`src/rtl/dqp_pkg.sv`:
```
`default_nettype none
// ----------------------------------------------------------------------------
// dqp_pkg
// Types and character constants for the dotted-quad address parser.
// ----------------------------------------------------------------------------
package dqp_pkg;

    // character codes
    localparam logic [7:0] CH_DOT  = 8'h2E;
    localparam logic [7:0] CH_ZERO = 8'h30;
    localparam logic [7:0] CH_NINE = 8'h39;

    // octet accumulator saturates at this value
    localparam int ACC_W = 9;
    localparam logic [ACC_W-1:0] OCTET_LIMIT = 9'd256;

    // widened width for accumulator * 10 + digit
    localparam int PROD_W = 13;

    localparam logic [1:0] LAST_OCTET = 2'd3;

    typedef logic [1:0]       octet_idx_t;
    typedef logic [ACC_W-1:0] octet_acc_t;
    typedef logic [23:0]      partial_addr_t;

endpackage : dqp_pkg
`default_nettype wire

```
`src/rtl/dotted_quad_ipv4_parser.sv`:
```
`default_nettype none
// ----------------------------------------------------------------------------
// dotted_quad_ipv4_parser
// Parses a dotted-decimal IPv4 address text, one character per request.
// ----------------------------------------------------------------------------
// Accepts one character per clock cycle while s_ready is high; s_ready drops
// when a result waits on m_ready and the input register is full. Each request
// is caught in an input register, then decoded against the parse state
// (compare, multiply by ten as shift-add, saturate) and any result lands in
// an output register. The input side keeps taking characters while a result
// waits on m_ready, up to the single input register; a character with s_first
// high starts a new string, and the result is the address with the first octet
// in the high byte, or zero with m_success low on failure.
module dotted_quad_ipv4_parser
    import dqp_pkg::*;
(
    input  wire logic        aclk,
    input  wire logic        aresetn,

    input  wire logic        s_valid,
    output logic             s_ready,
    input  wire logic        s_first,
    input  wire logic [7:0]  s_ch,

    output logic             m_valid,
    input  wire logic        m_ready,
    output logic [31:0]      m_address,
    output logic             m_success
);

    // input register
    logic       in_valid_reg, in_valid_next;
    logic       in_first_reg;
    logic [7:0] in_ch_reg;

    // parse state
    octet_idx_t    idx_reg,  idx_next;
    octet_acc_t    acc_reg,  acc_next;
    partial_addr_t part_reg, part_next;
    logic          dec_reg,  dec_next;

    // result register
    logic          out_valid_reg, out_valid_next;
    logic [31:0]   out_addr_reg;
    logic          out_ok_reg;

    logic          advance;
    logic          emit;
    logic [31:0]   emit_addr;
    logic          emit_ok;
    logic [PROD_W-1:0] prod;
    logic [3:0]    digit;
    octet_acc_t    acc_base;

    // decode moves when the result slot is free or being emptied
    assign advance = in_valid_reg && (!out_valid_reg || m_ready);
    assign s_ready = !in_valid_reg || advance;

    // a start mark clears the octet before its own digit is added
    assign acc_base = in_first_reg ? '0 : acc_reg;

    assign digit = in_ch_reg[3:0] - CH_ZERO[3:0];
    assign prod  = ({{(PROD_W-ACC_W){1'b0}}, acc_base} << 3)
                 + ({{(PROD_W-ACC_W){1'b0}}, acc_base} << 1)
                 + {{(PROD_W-4){1'b0}}, digit};

    // one parse step on the registered character
    always_comb begin
        idx_next  = idx_reg;
        acc_next  = acc_reg;
        part_next = part_reg;
        dec_next  = dec_reg;
        emit      = 1'b0;
        emit_addr = '0;
        emit_ok   = 1'b0;
        if (in_first_reg) begin
            idx_next  = '0;
            acc_next  = '0;
            part_next = '0;
            dec_next  = 1'b0;
        end
        if (!dec_next) begin
            if (in_ch_reg inside {[CH_ZERO:CH_NINE]}) begin
                if (prod > {{(PROD_W-ACC_W){1'b0}}, OCTET_LIMIT}) begin
                    acc_next = OCTET_LIMIT;
                end else begin
                    acc_next = prod[ACC_W-1:0];
                end
            end else if (idx_next != LAST_OCTET && in_ch_reg == CH_DOT) begin
                if (acc_next >= OCTET_LIMIT) begin
                    emit = 1'b1;
                end else begin
                    part_next = {part_next[15:0], acc_next[7:0]};
                    idx_next  = idx_next + 2'd1;
                    acc_next  = '0;
                end
            end else if (idx_next == LAST_OCTET) begin
                emit = 1'b1;
                if (acc_next < OCTET_LIMIT) begin
                    emit_addr = {part_next, acc_next[7:0]};
                    emit_ok   = 1'b1;
                end
            end else begin
                emit = 1'b1;
            end
            if (emit) begin
                dec_next = 1'b1;
            end
        end
    end

    // handshake next values
    always_comb begin
        in_valid_next = in_valid_reg;
        if (s_ready) begin
            in_valid_next = s_valid;
        end
        out_valid_next = out_valid_reg;
        if (advance && emit) begin
            out_valid_next = 1'b1;
        end else if (m_ready) begin
            out_valid_next = 1'b0;
        end
    end

    // control registers
    always_ff @(posedge aclk) begin
        if (!aresetn) begin
            in_valid_reg  <= 1'b0;
            out_valid_reg <= 1'b0;
            idx_reg       <= '0;
            acc_reg       <= '0;
            part_reg      <= '0;
            dec_reg       <= 1'b1;
        end else begin
            in_valid_reg  <= in_valid_next;
            out_valid_reg <= out_valid_next;
            if (advance) begin
                idx_reg  <= idx_next;
                acc_reg  <= acc_next;
                part_reg <= part_next;
                dec_reg  <= dec_next;
            end
        end
    end

    // payload registers
    always_ff @(posedge aclk) begin
        if (s_ready && s_valid) begin
            in_first_reg <= s_first;
            in_ch_reg    <= s_ch;
        end
        if (advance && emit) begin
            out_addr_reg <= emit_addr;
            out_ok_reg   <= emit_ok;
        end
    end

    assign m_valid   = out_valid_reg;
    assign m_address = out_addr_reg;
    assign m_success = out_ok_reg;

    // checks
    a_fail_zero: assert property (@(posedge aclk) disable iff (!aresetn)
        m_valid && !m_success |-> m_address == 32'd0)
        else $error("failure result carries a nonzero address");

    a_acc_sat: assert property (@(posedge aclk) disable iff (!aresetn)
        acc_reg <= OCTET_LIMIT)
        else $error("octet accumulator above saturation limit");

    a_emit_decides: assert property (@(posedge aclk) disable iff (!aresetn)
        advance && emit |=> dec_reg && m_valid)
        else $error("result issued without entering decided state");

    a_hold_input: assert property (@(posedge aclk) disable iff (!aresetn)
        in_valid_reg && !advance |=> in_valid_reg && $stable(in_ch_reg)
            && $stable(in_first_reg))
        else $error("stalled character lost from input register");

endmodule : dotted_quad_ipv4_parser
`default_nettype wire
```
`config.mk`:
```
export PLATFORM = sky130hd
export DESIGN_NAME = dotted_quad_ipv4_parser
export DESIGN_NICKNAME = d
export VERILOG_FILES = /design/src/rtl/dqp_pkg.sv /design/src/rtl/dotted_quad_ipv4_parser.sv
export SDC_FILE = /design/constraint.sdc
export NUM_CORES = 1
export LEC_CHECK = 0
export BUFFER_PORTS_ARGS = -buffer_cell sky130_fd_sc_hd__buf_2
export CORE_AREA = 10 10 102 104
export CTS_CLUSTER_DIAMETER = 150
export DETAILED_ROUTE_END_ITERATION = 8
export DIE_AREA = 0 0 112 114
export PLACE_DENSITY_LB_ADDON = 0.3
export SYNTH_ARGS = -nofsm -noshare
export SYNTH_HDL_FRONTEND = slang
export SYNTH_SLANG_ARGS = --single-unit
```
`constraint.sdc`:
```
create_clock -name aclk -period 10.4 [get_ports aclk]
set_clock_uncertainty 0.2 [all_clocks]
set_input_delay 1.56 -clock aclk [delete_from_list [all_inputs] [get_ports aclk]]
set_output_delay 1.56 -clock aclk [all_outputs]
set_load 0.02 [all_outputs]
```
Word level (Yosys, flattened, before mapping)
Index checks and enable logic that the tools add are counted.
Widths: inputs -> output; s select.
{ "word_totals": {"output_inout_bits": 35, "regBits": 80, "wordCells": 62, "inputBits": 13} }
{ "op_classes": {"bitwise_logic": 2, "mux": 27, "n_eq_ne": 3, "n_reduce_logical": 12, "n_addsub": 3, "order_cmp": 5} }
{ "ops": {"columns": ["op", "count"], "rows": [
  ["$mux 24", 5],
  ["$mux 9", 6],
  ["$add 12x10->13", 1],
  ["$add 13x4->13", 1],
  ["$gt 13x9->1 const B", 1],
  ["$mux 1", 11],
  ["$mux 2", 5],
  ["$ge 9x9->1 const B", 1],
  ["$lt 9x9->1 const B", 1],
  ["$eq 8x6->1 const B", 1],
  ["$ge 8x6->1 const B", 1],
  ["$le 8x6->1 const B", 1],
  ["$logic_and 1x1->1", 5],
  ["$reduce_or 5->1", 1],
  ["$reduce_or 4->1", 1],
  ["$add 2x1->2 const B", 1],
  ["$eq 2x2->1 const B", 1],
  ["$logic_not 1->1", 2],
  ["$logic_or 1x1->1", 2],
  ["$ne 2x2->1 const B", 1],
  ["$not 1->1", 2],
  ["$reduce_bool 2->1", 1]
]} }

Logic depth before layout (Yosys ltp)
{ "logic_depth": {"ltp_word": 9, "ltp_mapped": 13, "mapped_depth_nobuf": 12} }

Least setup slack after synthesis
No wires, ideal clock.
{ "synth_timing": {"path_kind": "input -> register", "start": "input port m_ready", "end": "register out_addr_reg[0], in the netlist m_address[0], enable pin", "path_buffers": 1, "arrival_ns": 3.541, "slack_ns": 6.236, "setup_time_ns": 0.423, "path_stages": 5, "required_ns": 9.777, "path_cell_list": "nand2b_1 > and2_1 > clkbuf_1 > nand2_1 > nor2_1"} }
{ "synth_via": {"elab_chain_cells": 3} }
{ "synth_rtl": {"columns": ["element", "line_no", "source"], "rows": [
  ["start, declared", "dotted_quad_ipv4_parser.sv:26", "input wire logic m_ready,"],
  ["$logic_or 1x1->1", "dotted_quad_ipv4_parser.sv:56", "assign advance = in_valid_reg && (!out_valid_reg || m_ready);"],
  ["$logic_and 1x1->1", "dotted_quad_ipv4_parser.sv:56", null],
  ["$logic_and 1x1->1", "dotted_quad_ipv4_parser.sv:153", "if (advance && emit) begin"],
  ["end signal, assigned", "dotted_quad_ipv4_parser.sv:154", "out_addr_reg <= emit_addr;"],
  ["end, declared", "dotted_quad_ipv4_parser.sv:44", "logic [31:0] out_addr_reg;"]
]} }
No other way between the ends.
A chain may end at the register's enable or synchronous reset.

Worst setup path in the final report
{ "layout_timing": {"start": "register in_first_reg", "end": "register acc_reg[8]"} }
{ "layout_via": {"elab_chain_cells": 7, "elab_cells_between_ends": 14, "cone_classes": "add/sub: 2; order compare: 2; eq/ne: 1; mux: 8; reduce/logical: 1"} }
{ "layout_rtl": {"columns": ["element", "line_no", "source"], "rows": [
  ["start, declared", "dotted_quad_ipv4_parser.sv:33", "logic in_first_reg;"],
  ["start signal, assigned", "dotted_quad_ipv4_parser.sv:150", "in_first_reg <= s_first;"],
  ["$mux 9 (*)", "dotted_quad_ipv4_parser.sv:60", "assign acc_base = in_first_reg ? '0 : acc_reg;"],
  ["via acc_base[1]", "dotted_quad_ipv4_parser.sv:53", "octet_acc_t acc_base;"],
  ["$add 12x10->13", "dotted_quad_ipv4_parser.sv:64", "+ ({{(PROD_W-ACC_W){1'b0}}, acc_base} << 1)"],
  ["$add 13x4->13", "dotted_quad_ipv4_parser.sv:65", "+ {{(PROD_W-4){1'b0}}, digit};"],
  ["$gt 13x9->1", "dotted_quad_ipv4_parser.sv:84", "if (prod > {{(PROD_W-ACC_W){1'b0}}, OCTET_LIMIT}) begin"],
  ["$mux 9", "dotted_quad_ipv4_parser.sv:84", null],
  ["$mux 9 (*)", "dotted_quad_ipv4_parser.sv:83", "if (in_ch_reg inside {[CH_ZERO:CH_NINE]}) begin"],
  ["$mux 9 (*)", "dotted_quad_ipv4_parser.sv:82", "if (!dec_next) begin"],
  ["end signal, assigned", "dotted_quad_ipv4_parser.sv:140", "acc_reg <= acc_next;"],
  ["end, declared", "dotted_quad_ipv4_parser.sv:38", "octet_acc_t acc_reg, acc_next;"]
]} }
The timed path passes the listed nets; every way through them passes the cells marked *.

==> results.json <==
{
  "busiest_layer": "met2",
  "io_pins": 48,
  "htree_num_levels": 3,
  "period_share": 0.401,
  "nFillCells": 777,
  "synth_enable_flop_cells": 42,
  "crit_required_ns": 10.45,
  "reg2reg_from": "in_first_reg",
  "track_usage": 0.126,
  "timing.setup.tns_ns": 0,
  "dp_hpwl_um": 5680,
  "grtUsageMet2": 0.193,
  "grtUsageMet1": 0.167,
  "first_iter_violations": 203,
  "ys_ff_latch": 80,
  "p_leak_nw": 1.61,
  "grt_antenna_before_repair": 0,
  "fin_area_sq_um": 4240,
  "core.rowCount": 34,
  "rsz0062_at_grt": "false",
  "final_core_util": 0.500,
  "gr-total-overflow": 0,
  "die_x_um": 112,
  "vias_per_cell": 5.28,
  "grt_pass1_wl_um": 13200,
  "dp.cells": 478,
  "cts_tree": "built",
  "ant_nets": 0,
  "ys_warn_count": 0,
  "hold_viol_final": 0,
  "synth_cells": 335,
  "cts_sinks": 80,
  "synth_area_sq_um": 3720,
  "start_util": 0.439,
  "power_mw": 0.601,
  "synthTopCellsByArea": "edfxtp_1 34%, dfxtp_1 20%, ha_1 6.4%, nor2b_1 5.9%, and2_1 5.6%",
  "clk_latency_ns": 0.35,
  "synth_cell_type_count": 43,
  "final_cells": 494,
  "critPathCaptureType": "flip-flop",
  "async_flop_share": 0,
  "clockBufferDepth": 2,
  "ctsResizeCount": 0,
  "die-area_sq_um": 12800,
  "grt_max_degree": 40,
  "wl_per_cell_um": 16.0,
  "gp_congestion": 0.889,
  "cp-startpoint": "in_first_reg",
  "nets": 414,
  "antenna_cells": 0,
  "drt-pass1-iter-count": 4,
  "yosys_most_used_dff": "edfxtp_1",
  "placed_cell_area_sq_um": 4040,
  "largest_register_ffs": 32,
  "worst_slew_pin_slew_ns": 0.889,
  "cap_violations": 0,
  "register_area_sq_um": 2020,
  "core_sq_um": 8470,
  "clock.fmax_mhz": 240,
  "grt_util_met3": 0.0352,
  "syn_nets": 368,
  "post_cts_buffers": 0,
  "critPathKind": "reg2reg",
  "ir_drop_mv": 0.0685,
  "hold_buffers": 0,
  "outcome": "completed",
  "cts_buffers": 9,
  "synth_top_cell_by_area": "edfxtp_1",
  "grt_pass1_vias": 2634,
  "slew_violations": 0,
  "numPortBuffers": 47,
  "max_slew_margin": 0.403,
  "drc": 0,
  "die_h_um": 114,
  "hold_start": "dec_reg",
  "cp_max_fo": 17,
  "cp_data_arrival_time_ns": 4.22,
  "ys_seq_area_frac": 0.544,
  "postSynthAreaPerCell_sq_um": 11.1,
  "syn_to_final_growth_pct": 13.9,
  "setup_viol": 0,
  "finalCriticalPeriod_ns": 4.17,
  "wl_um": 7890,
  "startpoint_type": "flip-flop",
  "layout-drive-gt1-share": 0.189,
  "powerDensity_nw_per_um2": 142,
  "cts_root_buf": "clkbuf_8",
  "multi_input_area_sq_um": 1610,
  "synth_top_area_frac": 0.339,
  "holdCritPathClass": "reg2reg",
  "clkTransAtPathRegs_ns": 0.08,
  "vias": 2607
}
-- cell usage after synthesis, drive strengths merged (5+ instances only) --
library cell	count
and2	33
inv	9
dfxtp	38
nor2	13
o21ai	16
a21oi	17
ha	19
clkbuf	11
nor2b	35
nand2b	7
a22oi	26
edfxtp	42
nand2	14
nand4	5
-- cells in the final DEF, fill, tap and decap left out, types with 5 or more instances in the layout --
master     n
nand2b_1   7
nor2b_1   35
o21ai_0   14
a21oi_1   17
inv_1      8
dfxtp_1   38
clkbuf_8  10
edfxtp_1  42
ha_1      19
buf_2     47
nand2_1   14
nor2_1    11
and2_1    33
nand4_1    5
a22oi_1   26
-- final timing paths --
path,endpoint,slack [ns],cells past startpoint
min,dec_reg,0.32,2
max reg2reg,acc_reg[8],6.23,12
max,acc_reg[8],6.23,12
min reg2reg,dec_reg,0.32,2
-- final cells by class --
| type | instances | share of cell area |
|---|---|---|
| inverter | 9 | 0.00798 |
| tap | 108 | 0.0319 |
| timing repair buffer | 49 | 0.0591 |
| sequential | 80 | 0.477 |
| clock inverter | 6 | 0.0121 |
| clock buffer | 10 | 0.0325 |
| multi-input combinational | 232 | 0.379 |
-- metrics by stage --
stage | worst slack, ns | hold slack, ns
global placement | 6.46 | 0.292
global route | 6.06 | 0.354
finish | 6.23 | 0.323
detailed placement | 6.32 | 0.300
floorplan | 6.24 | 0.262
CTS | 6.30 | 0.327
-- layer usage --
| metal | vias to the layer above | wire, um | part of all wire |
|---|---|---|---|
| li1 | 1304 | - | - |
| met1 | 1226 | 3820 | 0.48 |
| met2 | 67 | 3500 | 0.44 |
| met3 | 10 | 460 | 0.058 |
| met4 | 0 | 112 | 0.014 |
| met5 | - | 0 | 0 |
-- cells by family (layout without fill, tap and decap cells) --
logic type | Yosys count | count (layout) | share of synthesized area
and+or+nand+nor | 126 | 126 | 0.203
DFF | 80 | 80 | 0.544
AOI/OAI and AO/OA | 79 | 79 | 0.142
buffers and inverters | 23 | 74 | 0.0259
adders and majority gates | 20 | 20 | 0.0693
xor gates and xnor gates | 7 | 7 | 0.0165
-- worst max-delay path: stages, from the launching register on --
cell and delay [ns]:
edfxtp_1 0.75, nand2b_1 0.23, inv_1 0.09, ha_1 0.29
ha_1 0.23, fa_1 0.41, a21oi_1 0.21, o21ai_0 0.14
o21ai_0 0.17, o311a_1 0.19, nand4_1 0.13, or4b_2 0.77
a32o_1 0.25
-- power by group --
group | switching (mW) | total [mW] | internal, mW
sequential | 0.00418 | 0.343 | 0.338
clock | 0.120 | 0.216 | 0.0960
combinational | 0.0265 | 0.0416 | 0.0151
No activity file was read; power rests on OpenSTA's default activity.
